==> config.mk <==
export PLATFORM = sky130hd
export DESIGN_NAME = sma_ctrl
export DESIGN_NICKNAME = d
export VERILOG_FILES = /design/src/hw/rtl/sma_pkg.sv /design/src/hw/rtl/sma_ctrl.sv
export SDC_FILE = /design/constraint.sdc
export NUM_CORES = 1
export LEC_CHECK = 0
export ABC_AREA = 1
export BUFFER_PORTS_ARGS = -buffer_cell sky130_fd_sc_hd__buf_2
export CAP_MARGIN = 20
export CORE_AREA = 2 2 39 41
export DETAILED_ROUTE_END_ITERATION = 6
export DIE_AREA = 0 0 41 43
export PLACE_DENSITY = 0.52
export SETUP_SLACK_MARGIN = 0.1
export SLEW_MARGIN = 20
export SYNTH_ARGS = -nofsm -noshare
export SYNTH_HDL_FRONTEND = slang
export SYNTH_SLANG_ARGS = --single-unit
==> constraint.sdc <==
create_clock -name clk -period 1.3 [get_ports clk]
set_input_delay 0.195 -clock clk [delete_from_list [all_inputs] [get_ports clk]]
set_output_delay 0.195 -clock clk [all_outputs]
set_load 0.005 [all_outputs]
==> src/hw/rtl/sma_pkg.sv <==
package sma_pkg;

	localparam int KIND_W = 4;
	localparam int DATA_W = 32;
	localparam int DEPTH_W = 11;
	localparam int STATUS_W = 2;
	localparam int STACK_DEPTH_DEF = 1024;

	typedef logic [KIND_W-1:0] kind_t;
	typedef logic signed [DATA_W-1:0] data_t;
	typedef logic [DEPTH_W-1:0] depth_t;
	typedef logic [STATUS_W-1:0] status_t;

	localparam kind_t OP_PUSH = 4'd0;
	localparam kind_t OP_ADD = 4'd1;
	localparam kind_t OP_SUB = 4'd2;
	localparam kind_t OP_MUL = 4'd3;
	localparam kind_t OP_DIV = 4'd4;
	localparam kind_t OP_MAX = 4'd5;
	localparam kind_t OP_MIN = 4'd6;
	localparam kind_t OP_NEG = 4'd7;
	localparam kind_t OP_DUP = 4'd8;
	localparam kind_t OP_SWAP = 4'd9;

	localparam status_t ST_OK = 2'd0;
	localparam status_t ST_UNDER = 2'd1;
	localparam status_t ST_OVER = 2'd2;
	localparam status_t ST_DIVZ = 2'd3;

	typedef struct packed {
		logic capture;
		logic div_start;
		logic commit;
	} cmd_t;

	typedef struct packed {
		logic needs_div;
		logic div_done;
	} sts_t;

endpackage

==> src/hw/rtl/sma_ctrl.sv <==
module sma_ctrl (
	input logic clk,
	input logic arst_n,
	input logic in_valid,
	output logic in_ready,
	output logic out_valid,
	input logic out_ready,
	input sma_pkg::sts_t sts,
	output sma_pkg::cmd_t cmd
);
	import sma_pkg::*;

	localparam logic [1:0] S_IDLE = 2'd0;
	localparam logic [1:0] S_EXEC = 2'd1;
	localparam logic [1:0] S_DIVW = 2'd2;

	logic [1:0] state_q;
	logic [1:0] state_n;
	logic out_valid_q;
	logic out_free;

	assign out_free = !out_valid_q || out_ready;

	always_comb begin
		state_n = state_q;
		cmd = '0;
		in_ready = 1'b0;
		unique case (state_q)
			S_IDLE: begin
				in_ready = 1'b1;
				if (in_valid) begin
					cmd.capture = 1'b1;
					state_n = S_EXEC;
				end
			end
			S_EXEC: begin
				if (sts.needs_div) begin
					cmd.div_start = 1'b1;
					state_n = S_DIVW;
				end else if (out_free) begin
					cmd.commit = 1'b1;
					state_n = S_IDLE;
				end
			end
			S_DIVW: begin
				if (sts.div_done && out_free) begin
					cmd.commit = 1'b1;
					state_n = S_IDLE;
				end
			end
			default: state_n = S_IDLE;
		endcase
	end

	always_ff @(posedge clk or negedge arst_n) begin
		if (!arst_n) begin
			state_q <= S_IDLE;
			out_valid_q <= 1'b0;
		end else begin
			state_q <= state_n;
			if (cmd.commit)
				out_valid_q <= 1'b1;
			else if (out_ready)
				out_valid_q <= 1'b0;
		end
	end

	assign out_valid = out_valid_q;

endmodule

==> flow_metrics.py <==
metrics = {
    "status": {
        "status": "finished, violations left",
        "violations": "setup timing",
    },
    "pwr": {
        "p_leak_uw": 0.000277,
        "powerDensity_nw_per_um2": 1910,
        "worst_ir_drop_vdd_uv": 599,
    },
    "global_route": {
        "grt_max_degree": 4,
        "busiest_layer": "met2",
        "grt_pass1_wl_microns": 993,
        "antenna_found_initial": 0,
        "met2_usage_pct": 12.2,
        "grt_pass1_vias": 253,
        "grt_overflow": 0,
        "grtUsageTotal_pct": 8.44,
        "grt_use_met1_pct": 10.6,
        "use_met3_pct": 4.71,
    },
    "clock_network": {
        "cts_root_buf": "clkbuf_4",
        "clk_pin_slew_ns": 0.04,
        "insertion_delay_ns": 0.24,
        "cts.sinks": 3,
        "clk_path_buf_depth": 2,
        "cts_tree": "done",
        "htree_levels": 1,
        "cts_buffers": 3,
    },
    "synthesis": {
        "yosysMostFrequentCell": "nand2_1",
        "yosysWarningCount": 0,
        "syn_area_per_cell_sq_um": 7.30,
        "ys_types": 12,
        "synth_top_area_share_pct": 28.6,
        "synth.top_cells.by_count": "nand2_1, inv_1, ha_1, nand2_2, dfrtp_1",
        "syn-instance-count": 36,
        "synth_area_sq_um": 263,
        "synthesis.nets": 46,
        "seq_area_frac_synth_pct": 28.6,
        "synthArstFlopShare_pct": 100,
        "ys.flop_type": "dfrtp_1",
        "synth_area_leader_cell": "dfrtp_1",
        "synth-edff-count": 0,
        "ys_ff_latch": 3,
        "synthTopCellsByArea": "dfrtp_1, ha_1, nand2_1",
    },
    "cells_and_area": {
        "n_antenna_cell": 0,
        "design_area_sq_um": 489,
        "layout-drive-gt1-share_pct": 67.8,
        "finalNetCount": 70,
        "area_growth_pct": 86.2,
        "stdcell_count": 75,
    },
    "setup_path": {
        "reg2reg_to": "out_valid",
        "path_delay_family": "flip-flops",
        "crit_path_max_incr_delay_ns": 0.41,
        "critPathLaunch": "state_q[0]",
        "r2r_cells": 7,
        "cp_slowest_cell": "dfrtp_1",
        "cp-start-kind": "flip-flop",
        "cp-end-kind": "output pin",
        "worst-setup-path-type": "flip-flop to output pin",
        "cp.arrival_ns": 1.27,
        "r2r_start": "state_q[0]",
        "cp_max_fo": 3,
        "crit_buf_inv": 2,
        "worstPathRequired_ns": 1.11,
        "ff2ff_setup_slack_ns": 0.01,
        "crit_chain": "inv_2 > ha_1 > nand2_2 > nor2_1 > buf_2",
    },
    "run": {
        "maxCapViolCount": 0,
    },
    "sta": {
        "fin_worst_skew_ns": 0.00123,
        "rsz0062_at_grt": "yes",
        "setup_slack_ns": -0.170,
        "finalSetupViolCount": 3,
        "finalCritPeriodShare_pct": 113,
        "clock.fmax_mhz": 680,
        "max_slew.worst_pin.slew_ns": 0.171,
        "hold_ws_ns": 0.248,
        "final_hold_viol_count": 0,
        "finalCriticalPeriod_ns": 1.47,
        "slew_viol_final": 0,
        "slew_headroom_pct": 88.6,
    },
    "floorplanning": {
        "row_count": 14,
        "io_pins": 11,
        "die-width_microns": 41,
        "die_area_sq_um": 1760,
        "floorplan.initialDensity_pct": 19.0,
        "core_area_sq_um": 1380,
        "chipHeight_microns": 43,
    },
    "route": {
        "drtPass1Iterations": 2,
        "vias": 292,
        "drtIter0Drc": 1,
        "wl_microns": 638,
        "vias_per_cell": 3.89,
        "antenna_left": 0,
        "wl_per_cell_microns": 8.51,
        "drc": 0,
    },
    "place": {
        "place_inst": 63,
        "portBuffers": 10,
        "gp_congestion": 0.665,
        "place_area_sq_um": 340,
        "post-dp-hpwl_microns": 415,
    },
    "hold_path": {
        "min_path_cells": 4,
        "hold_start": "out_ready",
        "min_path_type": "primary input to flip-flop",
        "whs_endpoint": "out_valid",
    },
}
cell type report:
class	instances	area, sq um
Fill cell	159	895
Multi-Input combinational cell	24	194
Timing Repair Buffer	20	141
Sequential cell	3	75.1
Inverter	8	32.5
Clock buffer	4	26.3
Tap cell	16	20.0
power breakdown:
group / switching, uW / internal (uW)
logic: 273 / 332
registers: 34.7 / 130
clock network: 49.8 / 115
total: 358 / 577
layer usage:
metal / up-vias / share of wire (%)
met5: - / 0
met4: 0 / 0
met3: 0 / 7.1
met2: 9 / 53
met1: 128 / 40
li1: 155 / -
through the flow:
stage	util, %	setup TNS (ns)	setup WS (ns)	power [uW]
after global placement	24.6	0	0.00416	512
final	35.4	-0.279	-0.170	935
after detailed placement	24.6	-0.0124	-0.0124	511
after CTS	33.8	-0.370	-0.189	871
after floorplan	-	0	0.131	382
after global routing	35.4	-0.614	-0.276	1030
worst max-delay path by stage:
stage,depth (start not counted),end
finish,5,cmd[0]
global route,5,cmd[0]
CTS,7,cmd[0]
detailed placement,7,cmd[0]
global placement,7,cmd[0]
floorplan,6,cmd[0]
sequential cells by signal, summed over array words and instances (netlist names):
name       count
state_q        2
out_valid      1
worst reg2reg max path: stages (launching register included):
cell and delay [ns]:
dfrtp_1 0.41, inv_2 0.09, ha_1 0.31, nand2_2 0.08, buf_4 0.10, buf_6 0.08
buf_6 0.08, nand2_2 0.03
timing repair:
| action | 4_1_cts | 5_1_grt |
|---|---|---|
| endpoints found under the setup margin | 6 | 7 |
| resized for setup | 11 | 9 |
| buffers inserted | 7 | 1 |
| cloned | 0 | 0 |
| hold buffers | 1 | 0 |
| hold endpoints to repair | 3 | 0 |
| pin swaps | 4 | 8 |
logic make-up (layout without fill, tap and decap cells):
| logic type | Yosys count | count (layout) | synth area share, % |
|---|---|---|---|
| compound gates | 1 | 1 | 1.90 |
| simple gates | 19 | 19 | 36.2 |
| buf+inv | 9 | 32 | 14.3 |
| flops | 3 | 3 | 28.6 |
| fa+ha+maj | 4 | 4 | 19.0 |
cells in the final DEF (no fill, tap or decap), drive strengths merged:
| master | Yosys | final |
|---|---|---|
| nor2 | 2 | 2 |
| nand3 | 1 | 1 |
| nand4 | 2 | 2 |
| dfrtp | 3 | 3 |
| clkbuf | 0 | 4 |
| o21ai | 1 | 1 |
| ha | 4 | 4 |
| buf | 1 | 19 |
| dlygate4sd3 | 0 | 1 |
| inv | 8 | 8 |
| nand2 | 14 | 14 |
Power figures use the tool's default switching activity.
